<file path="src/rtl/sos_pkg.sv">
// Shared types and constants for the sonar obstacle steering block.
// No dependencies; imported by sos_reading_dec and sonar_obstacle_steering.
package sos_pkg;

    localparam int THR_W   = 14;
    localparam int PLEN_W  = 8;
    localparam int DIST_W  = 19;   // four digits of -48..207, weighted 1000/100/10/1

    localparam logic [1:0] MOTOR_STOP = 2'd0;
    localparam logic [1:0] MOTOR_FWD  = 2'd1;
    localparam logic [1:0] MOTOR_REV  = 2'd2;

    localparam logic [1:0] STEER_STRAIGHT = 2'd0;
    localparam logic [1:0] STEER_LEFT     = 2'd1;
    localparam logic [1:0] STEER_RIGHT    = 2'd2;

    localparam logic [1:0] REG_CLOSE_THR = 2'd0;
    localparam logic [1:0] REG_NEAR_THR  = 2'd1;
    localparam logic [1:0] REG_PAUSE_LEN = 2'd2;

    localparam logic [THR_W-1:0]  CLOSE_THR_RST = 14'd20;
    localparam logic [THR_W-1:0]  NEAR_THR_RST  = 14'd50;
    localparam logic [PLEN_W-1:0] PAUSE_LEN_RST = 8'd10;

    typedef struct packed {
        logic close;
        logic near;
    } sos_flags_t;

endpackage

</file>
<file path="src/rtl/sos_reading_dec.sv">
// Converts one four-byte ASCII sonar reading to a distance and compares it
// against the close and near thresholds. Depends on sos_pkg.
module sos_reading_dec
    import sos_pkg::*;
(
    input  logic [31:0]      digits,
    input  logic [THR_W-1:0] close_thr,
    input  logic [THR_W-1:0] near_thr,
    output sos_flags_t       flags
);

    logic signed [8:0]        d0, d1, d2, d3;
    logic signed [DIST_W-1:0] e0, e1, e2, e3;
    logic signed [DIST_W-1:0] dist_val;
    logic signed [DIST_W-1:0] close_s, near_s;

    // byte minus ASCII '0', no range check
    assign d0 = signed'({1'b0, digits[31:24]}) - 9'sd48;
    assign d1 = signed'({1'b0, digits[23:16]}) - 9'sd48;
    assign d2 = signed'({1'b0, digits[15:8]})  - 9'sd48;
    assign d3 = signed'({1'b0, digits[7:0]})   - 9'sd48;

    assign e0 = DIST_W'(d0);
    assign e1 = DIST_W'(d1);
    assign e2 = DIST_W'(d2);
    assign e3 = DIST_W'(d3);

    assign dist_val = e0 * 19'sd1000 + e1 * 19'sd100 + e2 * 19'sd10 + e3;

    assign close_s = signed'({{(DIST_W-THR_W){1'b0}}, close_thr});
    assign near_s  = signed'({{(DIST_W-THR_W){1'b0}}, near_thr});

    assign flags.close = dist_val < close_s;
    assign flags.near  = dist_val < near_s;

endmodule

</file>
<file path="src/rtl/sonar_obstacle_steering.sv">
// Top level of the sonar obstacle steering block: stream ports, APB registers,
// flag register and steering state. Depends on sos_pkg and sos_reading_dec.
//
// One transfer in gives one transfer out. Readings are decoded and compared
// against the thresholds on the way into a flag register; the steering/pause
// state then updates from that register once the output register is empty or
// being drained, and that state is the result presented on m_axis_tdata.
// m_axis_tvalid is registered and rises with that update, and a new transfer is
// taken every cycle while the output is drained. The flag register lets one
// more transfer in while a result waits on m_axis_tready.
// Thresholds and pause length must be written only while the block is empty.
module sonar_obstacle_steering
    import sos_pkg::*;
(
    input  logic        clk,
    input  logic        rst_n,
    input  logic        s_axis_tvalid,
    output logic        s_axis_tready,
    input  logic [95:0] s_axis_tdata,   // left_digits[31:0], center_digits[63:32], right_digits[95:64]
    output logic        m_axis_tvalid,
    input  logic        m_axis_tready,
    output logic [7:0]  m_axis_tdata,   // motor_cmd[1:0], steer_cmd[3:2], paused[4], zeros
    input  logic        psel,
    input  logic        penable,
    input  logic        pwrite,
    input  logic [3:0]  paddr,
    input  logic [31:0] pwdata,
    output logic [31:0] prdata,
    output logic        pready
);

    logic [THR_W-1:0]  close_thr_reg;
    logic [THR_W-1:0]  near_thr_reg;
    logic [PLEN_W-1:0] pause_len_reg;

    sos_flags_t fl_l, fl_c, fl_r;
    sos_flags_t fl_l_reg, fl_c_reg, fl_r_reg;
    logic       s1_valid_reg;
    logic       out_valid_reg;
    logic       advance;
    logic       cfg_wr;

    logic [1:0]        motor_reg, motor_next;
    logic [1:0]        steer_reg, steer_next;
    logic [1:0]        prev_motor_reg, prev_motor_next;
    logic              pause_flag_reg, pause_flag_next;
    logic [PLEN_W-1:0] pause_cnt_reg, pause_cnt_next;
    logic [PLEN_W-1:0] cnt_dec;
    logic [1:0]        dec_motor, dec_steer;
    logic              l, c, r;

    sos_reading_dec u_dec_l (
        .digits(s_axis_tdata[31:0]), .close_thr(close_thr_reg),
        .near_thr(near_thr_reg), .flags(fl_l)
    );
    sos_reading_dec u_dec_c (
        .digits(s_axis_tdata[63:32]), .close_thr(close_thr_reg),
        .near_thr(near_thr_reg), .flags(fl_c)
    );
    sos_reading_dec u_dec_r (
        .digits(s_axis_tdata[95:64]), .close_thr(close_thr_reg),
        .near_thr(near_thr_reg), .flags(fl_r)
    );

    // handshake
    assign advance       = s1_valid_reg && (!out_valid_reg || m_axis_tready);
    assign s_axis_tready = !s1_valid_reg || advance;
    assign m_axis_tvalid = out_valid_reg;
    assign m_axis_tdata  = {3'b000, pause_flag_reg, steer_reg, motor_reg};

    // APB
    assign pready = 1'b1;
    assign cfg_wr = psel && penable && pwrite && pready;

    always_comb
    begin
        case (paddr[3:2])
            REG_CLOSE_THR: prdata = {{(32-THR_W){1'b0}}, close_thr_reg};
            REG_NEAR_THR:  prdata = {{(32-THR_W){1'b0}}, near_thr_reg};
            REG_PAUSE_LEN: prdata = {{(32-PLEN_W){1'b0}}, pause_len_reg};
            default:       prdata = 32'd0;
        endcase
    end

    // steering decision
    assign l = fl_l_reg.near;
    assign c = fl_c_reg.near;
    assign r = fl_r_reg.near;

    always_comb
    begin
        if ((!l && !c && !r) || (l && !c && r))
        begin
            dec_motor = MOTOR_FWD;
            dec_steer = STEER_STRAIGHT;
        end
        else if ((r && !l) || (!l && c))
        begin
            dec_motor = MOTOR_FWD;
            dec_steer = STEER_LEFT;
        end
        else if (!r && l)
        begin
            dec_motor = MOTOR_FWD;
            dec_steer = STEER_RIGHT;
        end
        else
        begin
            dec_motor = MOTOR_REV;
            dec_steer = STEER_STRAIGHT;
        end
    end

    assign cnt_dec = pause_cnt_reg - 8'd1;

    always_comb
    begin
        prev_motor_next = pause_flag_reg ? prev_motor_reg : motor_reg;
        motor_next      = motor_reg;
        steer_next      = steer_reg;
        pause_flag_next = pause_flag_reg;
        pause_cnt_next  = pause_cnt_reg;
        if (fl_l_reg.close || fl_c_reg.close || fl_r_reg.close)
        begin
            // close obstacle: reverse at once, steering and pause untouched
            motor_next = MOTOR_REV;
        end
        else if ((dec_motor == MOTOR_REV && prev_motor_next == MOTOR_FWD) || pause_flag_reg)
        begin
            motor_next = MOTOR_STOP;
            steer_next = STEER_STRAIGHT;
            if (cnt_dec == '0)
            begin
                pause_flag_next = 1'b0;
                pause_cnt_next  = pause_len_reg;
            end
            else
            begin
                pause_flag_next = 1'b1;
                pause_cnt_next  = cnt_dec;
            end
        end
        else
        begin
            motor_next = dec_motor;
            steer_next = dec_steer;
        end
    end

    always_ff @(posedge clk or negedge rst_n)
    begin
        if (!rst_n)
        begin
            s1_valid_reg  <= 1'b0;
            out_valid_reg <= 1'b0;
        end
        else
        begin
            if (s_axis_tvalid && s_axis_tready)
                s1_valid_reg <= 1'b1;
            else if (advance)
                s1_valid_reg <= 1'b0;
            if (advance)
                out_valid_reg <= 1'b1;
            else if (m_axis_tready)
                out_valid_reg <= 1'b0;
        end
    end

    always_ff @(posedge clk)
    begin
        if (s_axis_tvalid && s_axis_tready)
        begin
            fl_l_reg <= fl_l;
            fl_c_reg <= fl_c;
            fl_r_reg <= fl_r;
        end
    end

    always_ff @(posedge clk or negedge rst_n)
    begin
        if (!rst_n)
        begin
            close_thr_reg  <= CLOSE_THR_RST;
            near_thr_reg   <= NEAR_THR_RST;
            pause_len_reg  <= PAUSE_LEN_RST;
            motor_reg      <= MOTOR_STOP;
            steer_reg      <= STEER_STRAIGHT;
            prev_motor_reg <= MOTOR_STOP;
            pause_flag_reg <= 1'b0;
            pause_cnt_reg  <= PAUSE_LEN_RST;
        end
        else
        begin
            if (cfg_wr)
            begin
                case (paddr[3:2])
                    REG_CLOSE_THR: close_thr_reg <= pwdata[THR_W-1:0];
                    REG_NEAR_THR:  near_thr_reg  <= pwdata[THR_W-1:0];
                    REG_PAUSE_LEN:
                    begin
                        pause_len_reg <= pwdata[PLEN_W-1:0];
                        if (!pause_flag_reg)
                            pause_cnt_reg <= pwdata[PLEN_W-1:0];
                    end
                    default: ;
                endcase
            end
            else if (advance)
            begin
                motor_reg      <= motor_next;
                steer_reg      <= steer_next;
                prev_motor_reg <= prev_motor_next;
                pause_flag_reg <= pause_flag_next;
                pause_cnt_reg  <= pause_cnt_next;
            end
        end
    end

`ifndef SYNTHESIS
    a_no_fwd_in_pause: assert property (@(posedge clk) disable iff (!rst_n)
        pause_flag_reg |-> motor_reg != MOTOR_FWD)
        else $error("forward drive while paused");

    a_pause_entry_stops: assert property (@(posedge clk) disable iff (!rst_n)
        $rose(pause_flag_reg) |-> motor_reg == MOTOR_STOP && steer_reg == STEER_STRAIGHT)
        else $error("pause entered without stop");

    a_state_holds: assert property (@(posedge clk) disable iff (!rst_n)
        !advance && !cfg_wr |=> $stable(motor_reg) && $stable(steer_reg)
            && $stable(pause_flag_reg))
        else $error("steering state changed without a transfer");

    a_item_kept: assert property (@(posedge clk) disable iff (!rst_n)
        s1_valid_reg && !advance |=> s1_valid_reg)
        else $error("pending item dropped");

    a_result_follows: assert property (@(posedge clk) disable iff (!rst_n)
        advance |=> out_valid_reg)
        else $error("result not presented after update");
`endif

endmodule

</file>
<file path="config.mk">
export PLATFORM = sky130hd
export DESIGN_NAME = sonar_obstacle_steering
export DESIGN_NICKNAME = d
export VERILOG_FILES = /design/src/rtl/sos_pkg.sv /design/src/rtl/sos_reading_dec.sv /design/src/rtl/sonar_obstacle_steering.sv
export SDC_FILE = /design/constraint.sdc
export NUM_CORES = 1
export LEC_CHECK = 0
export BUFFER_PORTS_ARGS = -buffer_cell sky130_fd_sc_hd__buf_4
export CORE_MARGIN = 2
export CORE_UTILIZATION = 40
export DETAILED_ROUTE_END_ITERATION = 16
export GPL_TIMING_DRIVEN = 0
export PLACE_DENSITY_LB_ADDON = 0.12
export SLEW_MARGIN = 20
export SYNTH_ARGS = -nofsm -noshare
export SYNTH_HDL_FRONTEND = slang
export SYNTH_SLANG_ARGS = --single-unit
export TNS_END_PERCENT = 20
</file>
<file path="constraint.sdc">
create_clock -name clk -period 6.6 [get_ports clk]
set_clock_uncertainty 0.2 [all_clocks]
set_input_delay 1.32 -clock clk [delete_from_list [all_inputs] [get_ports clk]]
set_output_delay 1.32 -clock clk [all_outputs]
set_load 0.05 [all_outputs]
</file>
==> flow_metrics.py, run 1 <==
metrics = {
    "timing": {
        "slew_viol_final": 0,
        "rsz0062_at_grt": "true",
        "finalSetupViolCount": 6,
        "relSlewSlack_pct": 32.7,
        "hold_violations": 0,
        "tightest_slew_ps": 1000,
        "worst_slack_ps": -1260,
        "min_period_ps": 7860,
        "fin_crit_sh_pct": 119,
        "max_freq_ghz": 0.127,
    },
    "floorplan": {
        "ios": 182,
        "die-area_sq_mm": 0.0482,
        "core_area_sq_mm": 0.0456,
        "die_y_microns": 219,
        "dieWidth_microns": 219,
        "rows": 78,
        "start_util_pct": 40.7,
    },
    "clock_tree": {
        "cts_root_buf": "clkbuf_16",
        "cts.sinks": 57,
        "clock_latency_ps": 330,
        "htree_levels": 3,
        "hold_buffers": 0,
        "clk_pin_slew_worst_paths_ps": 50,
        "cts_buffers": 9,
        "cts_tree": "yes",
        "cts_buffer_depth": 2,
    },
    "job": {
        "drv_cap": 0,
    },
    "placement": {
        "placedCellCount": 2867,
        "pre_cts_ws_ps": -2290,
        "place_congestion": 0.832,
        "hpwl_microns": 36600,
        "io_buffers": 137,
    },
    "setup_path": {
        "worstPathArrival_ps": 7860,
        "crit_path_frequent_cell": "fa_1",
        "crit_slowest_cell": "fa_1",
        "start_kind": "input pin",
        "critPathCaptureType": "flip-flop",
        "path_delay_family": "adder cells",
        "worstPathRequired_ps": 6590,
        "path_class": "input pin to flip-flop",
        "crit_path_max_incr_delay_ps": 540,
        "path_buf_inv": 7,
        "path_max_fanout": 9,
    },
    "global_routing": {
        "grt_max_degree": 52,
        "antenna_found_initial": 0,
        "grt-ovfl-total": 0,
        "grt_use_total_pct": 18.1,
        "first_global_vias": 14700,
        "grt_pass1_wl_microns": 71500,
    },
    "layout": {
        "utilization_pct": 48.1,
        "fin_cells": 2917,
        "nets": 3035,
        "layout-drive-gt1-share_pct": 16.5,
        "area_growth_pct": 18.0,
        "antenna_cells": 0,
    },
    "synthesis": {
        "synth_edf_count": 6,
        "yosys_warnings": 0,
        "synthCells": 2106,
        "ys_top_cells_by_count": "inv_1 (463), ha_1 (386), fa_1 (198)",
        "synth.largest_area_cell": "ha_1",
        "netlist_area_sq_mm": 0.0186,
        "yosysSeqAreaShare_pct": 7.90,
        "synth.distinct_cells": 82,
        "synthArstFlopShare_pct": 89.5,
        "synth_ff_type": "dfrtp_1",
        "yosys-top-cells-area": "ha_1 (26%), fa_1 (21%), inv_1 (9.4%), dfrtp_1 (5.7%), xnor2_1 (4.9%)",
        "synth.top_cell.area_share_pct": 26.0,
        "synth-seq-cells": 57,
        "synth_most_common_cell": "inv_1",
        "synth_area_per_cell_sq_um": 8.82,
    },
    "detailed_routing": {
        "vias": 14500,
        "drt_iter0_markers": 673,
        "vias_per_cell": 4.96,
        "drt_pass1_iterations": 5,
        "routed_wl_microns": 42200,
        "final_antenna_net_count": 0,
        "route.detailed.drc": 0,
        "wl_per_cell_microns": 14.5,
    },
    "run_status": {
        "violations": "negative setup slack",
        "status": "complete, but fails checks",
    },
    "hold_path": {
        "hold_path_class": "flip-flop to flip-flop",
    },
}
layout by cell type (no fill, tap or decap), types with 7 or more instances in the layout:
cell type	synthesis	final
a31oi_1	16	15
nor4_1	8	8
conb_1	2	25
o21ai_0	69	69
mux2i_1	21	21
o21ai_1	25	23
o21a_1	12	12
nor2_1	82	78
a211oi_1	23	22
nand2_1	85	84
a21oi_2	1	13
ha_4	0	31
xor2_4	0	7
o21bai_1	14	13
a21o_1	45	45
dfstp_2	9	9
inv_1	463	447
xor2_1	62	49
mux2_2	28	28
nand3_1	26	26
fa_1	198	198
nor2b_1	22	21
a21oi_1	113	97
xnor2_1	103	99
nor3_1	39	33
and3_1	8	8
o211ai_1	21	21
ha_1	386	350
nand2b_1	21	21
inv_2	2	14
or3_1	16	16
clkbuf_1	9	12
buf_4	23	189
clkbuf_16	0	9
dfrtp_1	42	42
path summary, 6_finish.rpt:
check / start / slack (ps) / to / cells past startpoint
setup / recovery: s_axis_tdata[28] / -1260 / l / 30
hold / removal: steer_reg[1] / 280 / steer_reg[1] / 2
setup reg to reg: near_thr_reg[5] / 3750 / c / 10
max in group asynchronous: rst_n / 4930 / close_thr_reg[10] / 1
hold reg to reg: steer_reg[1] / 280 / steer_reg[1] / 2
min in group asynchronous: rst_n / 820 / pause_cnt_reg[6] / 1
cell type report:
class	instances	area, sq um
Buffer	41	255
Clock buffer	13	250
Clock inverter	3	40.0
Fill cell	4410	23700
Inverter	465	1760
Multi-Input combinational cell	1566	16100
Sequential cell	57	1470
Tap cell	600	751
Timing Repair Buffer	172	1330
tightest hold or removal path: stages, from the launching register on:
cell and delay [ps]:
dfrtp_1 340, nand2_1 50, o41ai_1 50
stage by stage:
step | hold WS (ps) | setup TNS [ps] | cell area [sq um]
2_1_floorplan | 251 | -7200 | 19000
3_3_place_gp | 276 | -12360 | 20800
3_5_place_dp | 273 | -12440 | 20800
4_1_cts | 283 | -6990 | 21800
5_1_grt | 308 | -8870 | 21900
6_report | 277 | -6800 | 21900
repair_timing:
action                     4_1_cts  5_1_grt
setup buffers                   32        2
setup endpoints to repair        6        6
pin swaps                       60        7
resized for setup               80        9
cell families (layout without fill, tap and decap cells):
kind of cell    Yosys count  count (layout)  synth area share (%)
other cells               2              25                0.0404
flops                    57              57                  7.90
mux                      49              49                  2.83
fa+ha+maj               584             584                  47.3
buf+inv                 506             694                  10.8
compound gates          398             398                  13.7
xor+xnor                169             169                  8.29
simple gates            341             341                  9.10
per-layer routing:
metal  routed length, microns  up-vias  GRT usage (%)  part of all wire (%)
li1                         -     7365              -                     -
met1                    21100     6885           25.5                    50
met2                    19300      197           30.9                    46
met3                     1370       27           1.38                   3.2
met4                      406        0           2.48                  0.96
met5                        0        -              0                     0
Power of run 1 is left out: the tool's default activity adds up to more than one toggle a clock period on the data nets, which glitch-free logic cannot reach.
==> inputs of run 2 (changes only) <==
Settings changed: SYNTH_HIERARCHICAL set to 1.
==> run 2 against run 1 <==
Compared with the run above:
- worst setup slack gained 290 ps
- flip-flop and latch count unchanged
- critical path depth is 7 lower
- the flow still finishes with violations (negative setup slack)
- critical path type unchanged
- clock-buffer cell count did not move
- die area up 0.24%
- synthesized cell count shrank 1.8%
- utilization grew 1.0 points
- register-to-register slack better by 90 ps
- highest routed layer unchanged
- non-clock buffer count rose by 19
- wire length increased by 0.30%
- sequential share of layout area decreased by 0.24 points
- global-route usage shrank 0.24 points
==> flow_metrics.py, run 2 <==
metrics = {
    "synthesis": {
        "synth.distinct_cells": 90,
        "synth_ff_type": "dfrtp_1",
        "muxShareOfSynthArea_pct": 3.89,
        "synth.top_cell.area_share_pct": 25.9,
        "ys_top_cells_by_count": "inv_1 (464), ha_1 (386), fa_1 (198)",
        "yosys_warnings": 6,
        "yosys-top-cells-area": "ha_1 (26%), fa_1 (21%), inv_1 (9.4%), dfrtp_1 (5.6%), xnor2_1 (5.2%)",
        "synthCells": 2068,
        "synth_fa_ha_area_share_pct": 47.2,
        "synth.largest_area_cell": "ha_1",
        "synth_area_per_cell_sq_um": 9.00,
        "synth-seq-cells": 57,
        "synth-xor-area-share_pct": 8.42,
        "synth_simple_gate_area_share_pct": 8.58,
        "synth_compound_area_share_pct": 13.0,
        "synth_top_family_by_area": "adder cells",
        "netlist_area_sq_mm": 0.0186,
        "synthArstFlopShare_pct": 89.5,
        "synth_edf_count": 6,
        "yosysSeqAreaShare_pct": 7.88,
        "synth_most_common_cell": "inv_1",
    },
    "clock_tree": {
        "cts_buffers": 9,
        "htree_levels": 3,
        "cts.sinks": 57,
        "cts_tree": "yes",
        "clock_latency_ps": 330,
        "cts_root_buf": "clkbuf_16",
        "cts_buffer_depth": 2,
        "clk_pin_slew_worst_paths_ps": 50,
    },
    "setup_path": {
        "crit_path_frequent_cell": "fa_1",
        "crit_slowest_cell": "fa_1",
        "path_cells": "buf_12, clkinvlp_4, fa_1, ha_1, inv_1, fa_1, fa_1, inv_1, ha_4, a21o_1, a21oi_4, xnor2_4, fa_1, fa_1, ha_4, a21o_1, a41oi_4, xnor2_2, ha_1, a2111o_1, a211oi_2, a21oi_1, o31ai_4",
        "crit_path_max_incr_delay_ps": 600,
        "start_kind": "input pin",
        "worstPathRequired_ps": 6540,
        "path_class": "input pin to flip-flop",
        "path_max_fanout": 5,
        "worstPathArrival_ps": 7510,
        "critPathLaunch": "s_axis_tdata[92]",
        "critPathCaptureType": "flip-flop",
        "path_delay_family": "adder cells",
        "worstReg2RegStart": "near_thr_reg[5]",
        "path_buf_inv": 4,
    },
    "floorplan": {
        "ios": 182,
        "rows": 79,
        "core_area_sq_mm": 0.0463,
        "start_util_pct": 40.2,
        "die-area_sq_mm": 0.0483,
        "dieWidth_microns": 220,
        "die_y_microns": 220,
    },
    "timing": {
        "rsz0062_at_grt": "true",
        "max_freq_ghz": 0.132,
        "fin_tns_setup_ps": -5520,
        "hold_violations": 0,
        "min_period_ps": 7570,
        "tightest_slew_ps": 819,
        "fin_crit_sh_pct": 115,
        "finalSetupViolCount": 6,
        "relSlewSlack_pct": 45.0,
        "worst_slack_ps": -970,
        "slew_viol_final": 0,
    },
    "global_routing": {
        "grt_use_total_pct": 17.8,
        "grt_max_degree": 52,
        "antenna_found_initial": 0,
        "grt-ovfl-total": 0,
        "first_global_vias": 14500,
        "grt_pass1_wl_microns": 70500,
    },
    "hold_path": {
        "hp-start": "steer_reg[0]",
        "hold_path_class": "flip-flop to flip-flop",
    },
    "layout": {
        "layout-drive-gt1-share_pct": 22.3,
        "area_growth_pct": 22.1,
        "antenna_cells": 0,
        "utilization_pct": 49.1,
        "nets": 3013,
        "layout_commonest_cell": "inv_1",
        "final_cell_mix": "inv_1 (434), ha_1 (339), buf_4 (203)",
        "fin_cells": 2902,
    },
    "detailed_routing": {
        "drt_pass1_iterations": 5,
        "drt_iter0_markers": 615,
        "final_antenna_net_count": 0,
        "routed_wl_microns": 42300,
        "vias_per_cell": 4.85,
        "route.detailed.drc": 0,
        "wl_per_cell_microns": 14.6,
        "vias": 14100,
    },
    "placement": {
        "place_congestion": 0.849,
        "pre_cts_ws_ps": -1860,
        "hpwl_microns": 36900,
        "io_buffers": 137,
        "placedCellCount": 2832,
    },
    "run_status": {
        "violations": "negative setup slack",
        "status": "complete, but fails checks",
    },
    "job": {
        "drv_cap": 0,
    },
}
run 2: final cells by class:
type / count / area, sq um
plain buffers: 40 / 284
clock buffers: 13 / 270
clock inverters: 3 / 15.0
fillers: 4435 / 23500
inverters: 467 / 1770
multi-input cells: 1523 / 16600
flip-flops and latches: 57 / 1470
well taps: 607 / 759
repair buffers: 192 / 1550
run 2: stage by stage:
step | hold WS [ps] | cell area, sq um
after floorplan | 249 | 19600
after global placement | 269 | 21400
after detailed placement | 269 | 21400
after CTS | 283 | 22400
after global routing | 310 | 22700
final | 279 | 22700
run 2: timing repair:
action,in CTS,in global routing
setup buffers,40,15
pin swaps,84,51
gates resized for setup,76,30
endpoints found under the setup margin,6,6
hold buffers,0,0
run 2: cell families after synthesis:
logic type	Yosys count
adder cells (fa/ha/maj)	584
buffers and inverters	508
AO/OA/AOI/OAI	360
AND/OR/NAND/NOR	312
XOR/XNOR	175
multiplexers	67
flip-flops	57
other	5
run 2: path summary, 6_finish.rpt:
check                           cells after the start                 to  slack [ps]
worst max-delay path                               23        fl_r_reg[1]        -970
worst min-delay path                                2       steer_reg[0]         280
worst max register to register                     10                  c        3840
worst min register to register                      2       steer_reg[0]         280
max in group asynchronous                           1  close_thr_reg[11]        4890
min in group asynchronous                           1       steer_reg[1]         830
run 2: routing by layer:
| metal | GRT usage (%) | up-vias | share of wire, % |
|---|---|---|---|
| li1 | - | 7203 | - |
| met1 | 24.8 | 6713 | 49 |
| met2 | 31.5 | 138 | 49 |
| met3 | 0.814 | 21 | 1.9 |
| met4 | 2.19 | 0 | 0.70 |
| met5 | 0 | - | 0 |
run 2: worst register-to-register path, cell delays in order (launching register included):
cell and delay (ps):
dfstp_2 620, inv_1 70, ha_1 320, a21o_1 170, a211o_1 280, a41oi_1 150
o21ai_0 110, a21oi_1 180, o21ai_0 130, a31oi_1 220, a21o_1 180
Power of run 2 is left out for the same reason.
==> inputs of run 3 (changes only) <==
Settings changed: ABC_AREA set to 1.
==> run 3 against run 2 <==
Compared with the run above:
- the run still ends with negative setup slack left
- worst setup slack better by 340 ps
- critical path depth up 8
- clock-buffer cell count up 2
- largest cell class unchanged
==> flow_metrics.py, run 3 <==
metrics = {
    "setup_path": {
        "path_delay_family": "adder cells",
        "crit_slowest_cell": "fa_1",
        "worstPathArrival_ps": 7110,
        "path_class": "input pin to flip-flop",
        "start_kind": "input pin",
        "worstReg2RegStart": "near_thr_reg[5]",
        "crit_path_max_incr_delay_ps": 600,
        "critPathCaptureType": "flip-flop",
        "crit_path_frequent_cell": "nand2_1",
        "worstPathRequired_ps": 6480,
        "path_buf_inv": 6,
        "critPathLaunch": "s_axis_tdata[60]",
        "path_max_fanout": 5,
    },
    "synthesis": {
        "synth-seq-cells": 59,
        "ys_top_cells_by_count": "inv_1 (685), nand2_1 (580), ha_1 (386)",
        "synthCells": 2729,
        "netlist_area_sq_mm": 0.0201,
        "yosysSeqAreaShare_pct": 7.56,
        "synth_edf_count": 6,
        "synth.top_cell.area_share_pct": 24.0,
        "synth_most_common_cell": "inv_1",
        "yosys-top-cells-area": "ha_1 (24%), fa_1 (20%), inv_1 (13%), nand2_1 (11%), dfrtp_1 (5.5%)",
        "synth_ff_type": "dfrtp_1",
        "synth_area_per_cell_sq_um": 7.36,
        "synth.largest_area_cell": "ha_1",
        "yosys_warnings": 6,
        "synthArstFlopShare_pct": 89.8,
        "synth.distinct_cells": 53,
    },
    "run_status": {
        "status": "complete, but fails checks",
        "violations": "negative setup slack",
    },
    "hold_path": {
        "hold_path_class": "flip-flop to flip-flop",
        "hp-start": "prev_motor_reg[0]",
    },
    "clock_tree": {
        "cts_tree": "yes",
        "htree_levels": 3,
        "cts_root_buf": "clkbuf_16",
        "cts.sinks": 59,
        "hold_buffers": 0,
        "cts_buffer_depth": 2,
        "cts_buffers": 9,
        "clock_latency_ps": 340,
        "clk_pin_slew_worst_paths_ps": 50,
    },
    "placement": {
        "hpwl_microns": 41200,
        "place_congestion": 0.888,
        "io_buffers": 139,
        "pre_cts_ws_ps": -1410,
        "placedCellCount": 3563,
    },
    "timing": {
        "rsz0062_at_grt": "true",
        "tightest_slew_ps": 701,
        "slew_viol_final": 0,
        "finalSetupViolCount": 6,
        "hold_violations": 0,
        "worst_slack_ps": -627,
        "min_period_ps": 7230,
        "fin_crit_sh_pct": 110,
        "relSlewSlack_pct": 53.3,
        "max_freq_ghz": 0.138,
    },
    "floorplan": {
        "start_util_pct": 40.3,
        "die-area_sq_mm": 0.0520,
        "ios": 182,
        "rows": 82,
        "dieWidth_microns": 228,
        "die_y_microns": 228,
        "core_area_sq_mm": 0.0499,
    },
    "layout": {
        "nets": 3688,
        "area_growth_pct": 20.5,
        "fin_cells": 3642,
        "layout_commonest_cell": "inv_1",
        "fill_cells": 4993,
        "layout-drive-gt1-share_pct": 19.1,
        "antenna_cells": 0,
        "final_cell_mix": "inv_1 (654), nand2_1 (545), ha_1 (330)",
    },
    "detailed_routing": {
        "final_antenna_net_count": 0,
        "wl_per_cell_microns": 13.0,
        "route.detailed.drc": 0,
        "vias": 16900,
        "vias_per_cell": 4.64,
        "drt_pass1_iterations": 5,
        "drt_iter0_markers": 644,
        "routed_wl_microns": 47400,
    },
    "global_routing": {
        "grt_use_total_pct": 18.6,
        "grt_pass1_wl_microns": 81400,
        "grt-ovfl-total": 0,
        "first_global_vias": 17000,
        "grt_max_degree": 54,
        "antenna_found_initial": 0,
    },
    "job": {
        "drv_cap": 0,
    },
}
[run 3: cell types whose count changed after synthesis, sizes merged, moves of 17 or more]
cell | previous run | this run
nand2 | 64 | 604
inv | 467 | 705
nand3 | 23 | 108
nor2 | 91 | 149
a21oi | 97 | 143
xnor2 | 112 | 66
mux2 | 43 | 6
a21o | 46 | 11
nand2b | 31 | 0
xor2 | 61 | 86
mux2i | 24 | 0
a211oi | 22 | 0
nor3 | 35 | 14
nor2b | 17 | 0
[run 3: layout make-up]
class	count	area [sq um]	share of cell area [%]
buffer	32	215	0.890
clock buffer	15	288	1.19
clock inverter	1	5.00	0.0207
inverter	710	2690	11.1
multi-input combinational	1948	17000	70.4
sequential	59	1520	6.27
tap	672	841	3.48
timing repair buffer	205	1600	6.60
[run 3: final timing paths]
check | endpoint | slack, ps | depth (start not counted)
worst max-delay path | c | -630 | 31
worst min-delay path | prev_motor_reg[0] | 270 | 2
min in group asynchronous | pause_cnt_reg[4] | 830 | 1
worst max register to register | c | 4350 | 12
max in group asynchronous | near_thr_reg[13] | 4900 | 1
worst min register to register | prev_motor_reg[0] | 270 | 2
[run 3: stage by stage]
stage | TNS, ps | utilization, % | cell area (sq um) | hold slack (ps)
floorplan | -3830 | - | 20600 | 242
global placement | -7930 | 45.1 | 22500 | 256
detailed placement | -8250 | 45.2 | 22500 | 259
CTS | -3550 | 48.1 | 24000 | 272
global route | -5480 | 48.5 | 24200 | 290
finish | -3610 | 48.5 | 24200 | 274
[run 3: cells by family (layout without fill, tap and decap cells)]
group,count (synthesis),in the layout,synth area share [%]
adder cells (fa/ha/maj),584,584,43.8
AO/OA/AOI/OAI,266,266,7.46
AND/OR/NAND/NOR,915,915,19.6
multiplexers,6,6,0.336
other,5,25,0.0935
XOR/XNOR,152,152,6.80
buffers and inverters,742,963,14.3
flip-flops,59,59,7.56
[run 3: repair_timing]
action | CTS | global route
setup endpoints to repair | 6 | 6
gates resized for setup | 156 | 35
pin swaps | 109 | 27
buffers inserted | 57 | 6
[run 3: worst register-to-register path, delay by kind of cell (launching register included)]
family	cells	cell delay (ps)
simple gates	9	680
flops	1	650
buf+inv	1	70
compound gates	1	150
fa+ha+maj	1	270
[run 3: per-layer routing]
| metal | wire length (microns) | track usage (%) |
|---|---|---|
| met1 | 23500 | 26.3 |
| met5 | 0 | 0 |
| met3 | 1370 | 1.61 |
| met2 | 22000 | 31.5 |
| met4 | 597 | 2.68 |
Power of run 3 is left out for the same reason.
